**src/rtl/ipfm_pkg.sv**
```systemverilog
// shared types and codes for the policy first-match unit
package ipfm_pkg;
    typedef enum logic [2:0] {
        K_CLEAR      = 3'd0,
        K_STAGE_POL  = 3'd1,
        K_APPEND     = 3'd2,
        K_STAGE_FLOW = 3'd3,
        K_LOOKUP     = 3'd4
    } t_kind;

    localparam logic [1:0] ST_DONE    = 2'd0;
    localparam logic [1:0] ST_FULL    = 2'd1;
    localparam logic [1:0] ST_NOMATCH = 2'd2;
    localparam logic [1:0] ST_MATCH   = 2'd3;

    localparam logic [1:0] ACT_PROTECT = 2'd2;
    localparam logic [7:0] LEN_V4      = 8'd4;
    localparam logic [7:0] LEN_V6      = 8'd16;

    // one stored policy
    typedef struct packed {
        logic [7:0][63:0] bounds;
        logic [15:0] sp_lo, sp_hi, dp_lo, dp_hi;
        logic [7:0]  len;
        logic [7:0]  proto;
        logic [1:0]  action;
        logic [31:0] spi;
    } t_policy;

    // flow key that walks along the cell row
    typedef struct packed {
        logic [3:0][63:0] addrs;
        logic [7:0]  len;
        logic [7:0]  proto;
        logic [15:0] sport, dport;
    } t_flow;

    // lookup token handed from cell to cell
    typedef struct packed {
        logic        busy;
        logic        hit;
        logic [3:0]  idx;
        logic [1:0]  action;
        logic [31:0] spi;
    } t_token;
endpackage

```
**src/rtl/ipfm_cell.sv**
```systemverilog
// one policy cell: holds a policy and checks the passing flow against it
module ipfm_cell import ipfm_pkg::*; #(
    parameter int IDX_W = 4
) (
    input  logic             i_clk,
    input  logic             i_rst_n,
    input  logic             i_wr,
    input  t_policy          i_pol,
    input  logic [IDX_W-1:0] i_pos,
    input  logic [IDX_W:0]   i_count,
    input  t_flow            i_flow,
    input  t_token           i_tok,
    output t_flow            o_flow,
    output t_token           o_tok
);
    t_policy r_pol;
    t_flow   r_flow;
    t_token  r_tok, n_tok;
    logic    w_match, w_short, w_sl, w_sh, w_dl, w_dh;

    function automatic logic addr_ge(input logic [63:0] ah, input logic [63:0] al,
                                     input logic [63:0] bh, input logic [63:0] bl,
                                     input logic sh);
        if (sh) return ah[63:32] >= bh[63:32];
        return {ah, al} >= {bh, bl};
    endfunction

    always_comb begin
        w_short = (r_pol.len == LEN_V4);
        w_sl = addr_ge(i_flow.addrs[0], i_flow.addrs[1],
                       r_pol.bounds[0], r_pol.bounds[1], w_short);
        w_sh = addr_ge(r_pol.bounds[2], r_pol.bounds[3],
                       i_flow.addrs[0], i_flow.addrs[1], w_short);
        w_dl = addr_ge(i_flow.addrs[2], i_flow.addrs[3],
                       r_pol.bounds[4], r_pol.bounds[5], w_short);
        w_dh = addr_ge(r_pol.bounds[6], r_pol.bounds[7],
                       i_flow.addrs[2], i_flow.addrs[3], w_short);
        w_match = ({1'b0, i_pos} < i_count) && (r_pol.len == i_flow.len)
            && (r_pol.len == LEN_V4 || r_pol.len == LEN_V6)
            && (r_pol.proto == 8'd0 || r_pol.proto == i_flow.proto)
            && w_sl && w_sh && w_dl && w_dh
            && i_flow.sport >= r_pol.sp_lo && i_flow.sport <= r_pol.sp_hi
            && i_flow.dport >= r_pol.dp_lo && i_flow.dport <= r_pol.dp_hi;
        n_tok = i_tok;
        if (i_tok.busy && !i_tok.hit && w_match) begin
            n_tok.hit    = 1'b1;
            n_tok.idx    = 4'(i_pos);
            n_tok.action = r_pol.action;
            n_tok.spi    = r_pol.spi;
        end
    end

    always_ff @(posedge i_clk) begin
        if (i_wr) r_pol <= i_pol;
        r_flow <= i_flow;
        if (!i_rst_n) r_tok <= '0;
        else          r_tok <= n_tok;
    end

    assign o_flow = r_flow;
    assign o_tok  = r_tok;
endmodule

```
**config.mk**
```make
export PLATFORM = sky130hd
export DESIGN_NAME = ipfm_cell
export DESIGN_NICKNAME = d
export VERILOG_FILES = /design/src/rtl/ipfm_pkg.sv /design/src/rtl/ipfm_cell.sv
export SDC_FILE = /design/constraint.sdc
export NUM_CORES = 2
export LEC_CHECK = 0
export BUFFER_PORTS_ARGS = -buffer_cell sky130_fd_sc_hd__buf_2
export CAP_MARGIN = 5
export CORE_AREA = 2 2 524 526
export CTS_BUF_LIST = sky130_fd_sc_hd__clkbuf_8
export DETAILED_ROUTE_END_ITERATION = 8
export DIE_AREA = 0 0 526 528
export PLACE_DENSITY = 0.39
export SLEW_MARGIN = 20
export SYNTH_ARGS = -nofsm -noshare
export SYNTH_HDL_FRONTEND = slang
export SYNTH_SLANG_ARGS = --single-unit
```
**constraint.sdc**
```tcl
create_clock -name i_clk -period 3.95 [get_ports i_clk]
set_input_delay 0.1975 -clock i_clk [delete_from_list [all_inputs] [get_ports i_clk]]
set_output_delay 0.1975 -clock i_clk [all_outputs]
set_load 0.01 [all_outputs]
```
==> results of run 1 <==
==> metrics by stage <==
stage	TNS, ns	std cells	utilization, %	area, um^2
2_1_floorplan	0	3230	-	41500
3_3_place_gp	-43.63	8238	19.7	53600
3_5_place_dp	-37.63	8239	19.7	53600
==> cell families after synthesis <==
family                     after synthesis  synth area share (%)
muxes                                   39                 0.941
AOI/OAI and AO/OA                      482                  7.24
DFF                                    970                  61.9
buffers and inverters                  615                  5.61
and+or+nand+nor                        527                  6.40
xor gates and xnor gates                14                 0.296
adders and majority gates              583                  17.6
==> impl_metrics.yaml, run 1 <==
cts:
  post_cts_buffers: 2
  cts_resized: 24
  htree_levels: 4
  cts-buffers-inserted: 192
  cts_root_buf: "clkbuf_8"
  hold_buffers: 1721
  cts_buffer_depth: 4
  clock-sinks: 970
synthesis:
  yosysSeqAreaShare_pct: 61.9
  synth-edff-count: 626
  syn_nets: 4795
  synth.distinct_cells: 62
  ys_warn_count: 0
  avgSynthCellArea_um2: 12.8
  ys.flop_type: "edfxtp_1"
  yosys.area.top_type: "edfxtp_1"
  synthTopCellsByArea: "edfxtp_1, ha_1, dfxtp_1"
  synthArstFlopShare_pct: 0
  synthCells: 3230
  post-synth-top-count-cell: "edfxtp_1"
  syn_area_um2: 41500
  synth_top_area_share_pct: 45.3
  synth-seq-cells: 970
  synth_commonest_cells: "edfxtp_1, inv_1, ha_1, dfxtp_1, nand2_1"
placement:
  place_hpwl_um: 176000
  routabilityCongestion: 0.898
  io_buffers: 1325
  dp_slack_ns: -1.02
status:
  outcome: "aborted with a tool error"
  lastStage: "clock tree synthesis (4_1_cts)"
  tool.error: "[ERROR RSZ-0060] Max buffer count reached."
die:
  initial_utilization_pct: 15.2
  ios: 1326
  die_h_um: 528
  die_w_um: 526
  placementRows: 192
==> inputs of run 2 (changes only) <==
--- a/config.mk
+++ b/config.mk
@@ -7,11 +7,10 @@
 export LEC_CHECK = 0
 export BUFFER_PORTS_ARGS = -buffer_cell sky130_fd_sc_hd__buf_2
 export CAP_MARGIN = 5
-export CORE_AREA = 2 2 524 526
-export CTS_BUF_LIST = sky130_fd_sc_hd__clkbuf_8
+export CORE_AREA = 2 2 520 522
 export DETAILED_ROUTE_END_ITERATION = 8
-export DIE_AREA = 0 0 526 528
-export PLACE_DENSITY = 0.39
+export DIE_AREA = 0 0 522 524
+export PLACE_DENSITY_LB_ADDON = 0.15
 export SLEW_MARGIN = 20
 export SYNTH_ARGS = -nofsm -noshare
 export SYNTH_HDL_FRONTEND = slang
==> run 2 against run 1 <==
Compared with the run above:
- the run now ends clean
- synthesized cell count unchanged
- synthesized area unchanged
==> impl_metrics.yaml, run 2 <==
status:
  outcome: "completed"
synthesis:
  synth_mux_area_share_pct: 0.941
  synthCells: 3230
  syn_area_um2: 41500
  syn_nets: 4795
  synth_commonest_cells: "edfxtp_1, inv_1, ha_1, dfxtp_1, nand2_1"
  synthArstFlopShare_pct: 0
  post-synth-top-count-cell: "edfxtp_1"
  avgSynthCellArea_um2: 12.8
  synth-adder-area-share_pct: 17.6
  synth_compound_area_share_pct: 7.24
  synth_top_family_by_area: "adder cells"
  yosys.area.top_type: "edfxtp_1"
  synth-simple-area-share_pct: 6.40
  synthTopCellsByArea: "edfxtp_1, ha_1, dfxtp_1"
  yosysSeqAreaShare_pct: 61.9
  ys_warn_count: 0
  synth_top_area_share_pct: 45.3
  synthXorXnorAreaFrac_pct: 0.296
  synth-edff-count: 626
  synth.distinct_cells: 62
  synth-seq-cells: 970
  ys.flop_type: "edfxtp_1"
placement:
  place_area_um2: 53200
  routabilityCongestion: 0.815
  place_hpwl_um: 171000
  io_buffers: 1325
critical_path:
  path_buf_inv: 7
  worst-path-max-fanout: 5
  crit_cells: 17
  crit_end: "o_tok[15]"
  ff2ff_path_depth: 17
  worstSetupPathType: "register to register"
  worstPathCellList: "inv_1 -> ha_1 -> nand4_1 -> nor4_4 -> nand2_1 -> o211ai_1 -> a31oi_1 -> buf_4 -> o2111ai_2 -> buf_4 -> a21oi_1 -> buf_4 -> nor4_4 -> buf_12 -> buf_12 -> buf_16 -> mux2i_1"
  cpPeakStageDelay_ns: 0.50
  rr_endpoint: "o_tok[15]"
  timing.rr.start: "r_pol[215]"
  required_ns: 4.66
  worst_setup_path_start_kind: "register"
  crit_slowest_cell: "nor4_4"
  cp_top_family: "simple AND/OR/NAND/NOR gates"
  arrival_ns: 4.43
  r2r_setup_slack_ns: 0.23
  startpoint: "r_pol[215]"
  endpoint_kind: "register"
  cpMostUsedCell: "buf_4"
routing:
  vias_per_cell: 3.64
  firstDrtPassIters: 6
  wirelength_um: 208000
  vias: 34600
  wl_per_cell_um: 21.8
  drc: 0
  first_iter_violations: 1393
  drtAntennaViolNets: 0
die:
  die_h_um: 524
  die-area_um2: 274000
  initial_utilization_pct: 15.5
  placementRows: 190
  ios: 1326
  die_w_um: 522
  core_um2: 267000
sta:
  rsz0062_at_grt: "no"
  fin_crit_ns: 3.72
  setup_viol: 0
  finalCritPeriodShare_pct: 94.1
  maxSlewViolCount: 0
  max_freq_mhz: 269
  tightest_slew_ns: 0.929
  final.setup.tns_ns: 0
  fin_skew_ns: 0.0383
  slew-limit-headroom_pct: 38.1
  hold_viol: 0
finish:
  final_cell_area_um2: 68700
  layout_common_cells: "buf_2, dlygate4sd3_1, edfxtp_1, inv_1, ha_1"
  register_area_um2: 25700
  multi_input_area_um2: 13900
  fillers: 28400
  layout_commonest_cell: "buf_2"
  max_flop_register: "r_pol"
  largest_reg_flops: 626
  areaGrowthSynthToFinish_pct: 65.7
  num-nets-final: 7367
  drive_gt1_share_pct: 28.4
job:
  drv_cap: 0
cts:
  clock-sinks: 970
  cts-buffers-inserted: 136
  clk_pin_slew_ns: 0.06
  htree_levels: 4
  cts_root_buf: "clkbuf_16"
  cts_tree: "done"
  cts_buffer_depth: 4
  insertion_delay_ns: 0.79
pwr:
  p_leak_nw: 31.0
  power_density_nw_per_um2: 417
  ir_drop_v: 0.000320
global_routing:
  track_usage_pct: 14.6
  grt_pass1_wl_um: 280000
  grt_pass1_vias: 36800
  grt_antenna_before_repair: 85
  grt_max_degree: 75
  grt_overflow: 0
hold_path:
  hold_class: "primary input to register"
[run 2: cell counts after synthesis]
Identical to the previous run, type by type.
[run 2: layer usage]
layer / up-vias / share of wire (%) / global-route usage [%]
li1: 16800 / - / -
met5: - / 0.072 / 0
met4: 24 / 3.0 / 4.51
met2: 1231 / 51 / 27.1
met3: 304 / 5.8 / 3.22
met1: 16200 / 40 / 16.5
[run 2: final cells by class]
type,count,area share [%]
Sequential cell,970,37.4
Timing Repair Buffer,2447,25.9
Multi-Input combinational cell,1645,20.2
Tap cell,3552,6.47
Clock buffer,202,6.01
Inverter,602,3.29
Clock inverter,43,0.572
Antenna cell,47,0.171
[run 2: how the worst min path moves through the flow]
stage / start / end / slack (ns) / depth (start not counted)
after floorplan: i_flow[0] / o_flow[0] / 0.23 / 0
after global placement: i_flow[16] / o_flow[16] / 0.32 / 1
after detailed placement: i_flow[16] / o_flow[16] / 0.32 / 1
after CTS: i_pol[457] / r_pol[457] / 0.00003 / 2
after global routing: i_flow[121] / o_flow[121] / 0.05 / 2
final: i_flow[38] / o_flow[38] / 0.11 / 2
[run 2: metrics by stage]
stage	utilization [%]	hold slack [ns]	setup WS (ns)	std cells	power, mW
3_3_place_gp	19.9	0.322	-1.58	8173	15.4
3_5_place_dp	19.9	0.323	-1.11	8173	15.4
6_report	25.7	0.108	0.231	9508	28.6
5_1_grt	25.7	0.0466	0.0265	9496	30.1
2_1_floorplan	-	0.225	0.920	3230	13.4
4_1_cts	25.6	0.0000326	-0.0605	9455	29.3
[run 2: cells by family after synthesis]
family,after synthesis
xor+xnor,14
buf+inv,615
fa+ha+maj,583
simple gates,527
compound gates,482
mux,39
flops,970
[run 2: timing repair]
item,4_1_cts,5_1_grt
setup endpoints to repair,39,39
gates cloned,3,0
hold buffers,1029,0
hold endpoints to repair,994,0
buffers inserted,6,7
pin swaps,9,16
gates resized for setup,48,25
[run 2: report_power, final]
group	internal [mW]	leakage (nW)	switching, mW
logic	2.00	19.8	2.20
registers	11.6	9.03	0.257
clock network	7.60	2.24	5.02
total	21.2	31.0	7.48
[run 2: worst register-to-register path: cells and delay by family, from the launching register on]
kind / cells / cell delay (ns)
buf+inv: 7 / 0.98
simple gates: 4 / 1.10
mux: 1 / 0.21
fa+ha+maj: 1 / 0.28
compound gates: 4 / 0.79
flops: 1 / 0.32
Power figures use the tool's default switching activity.
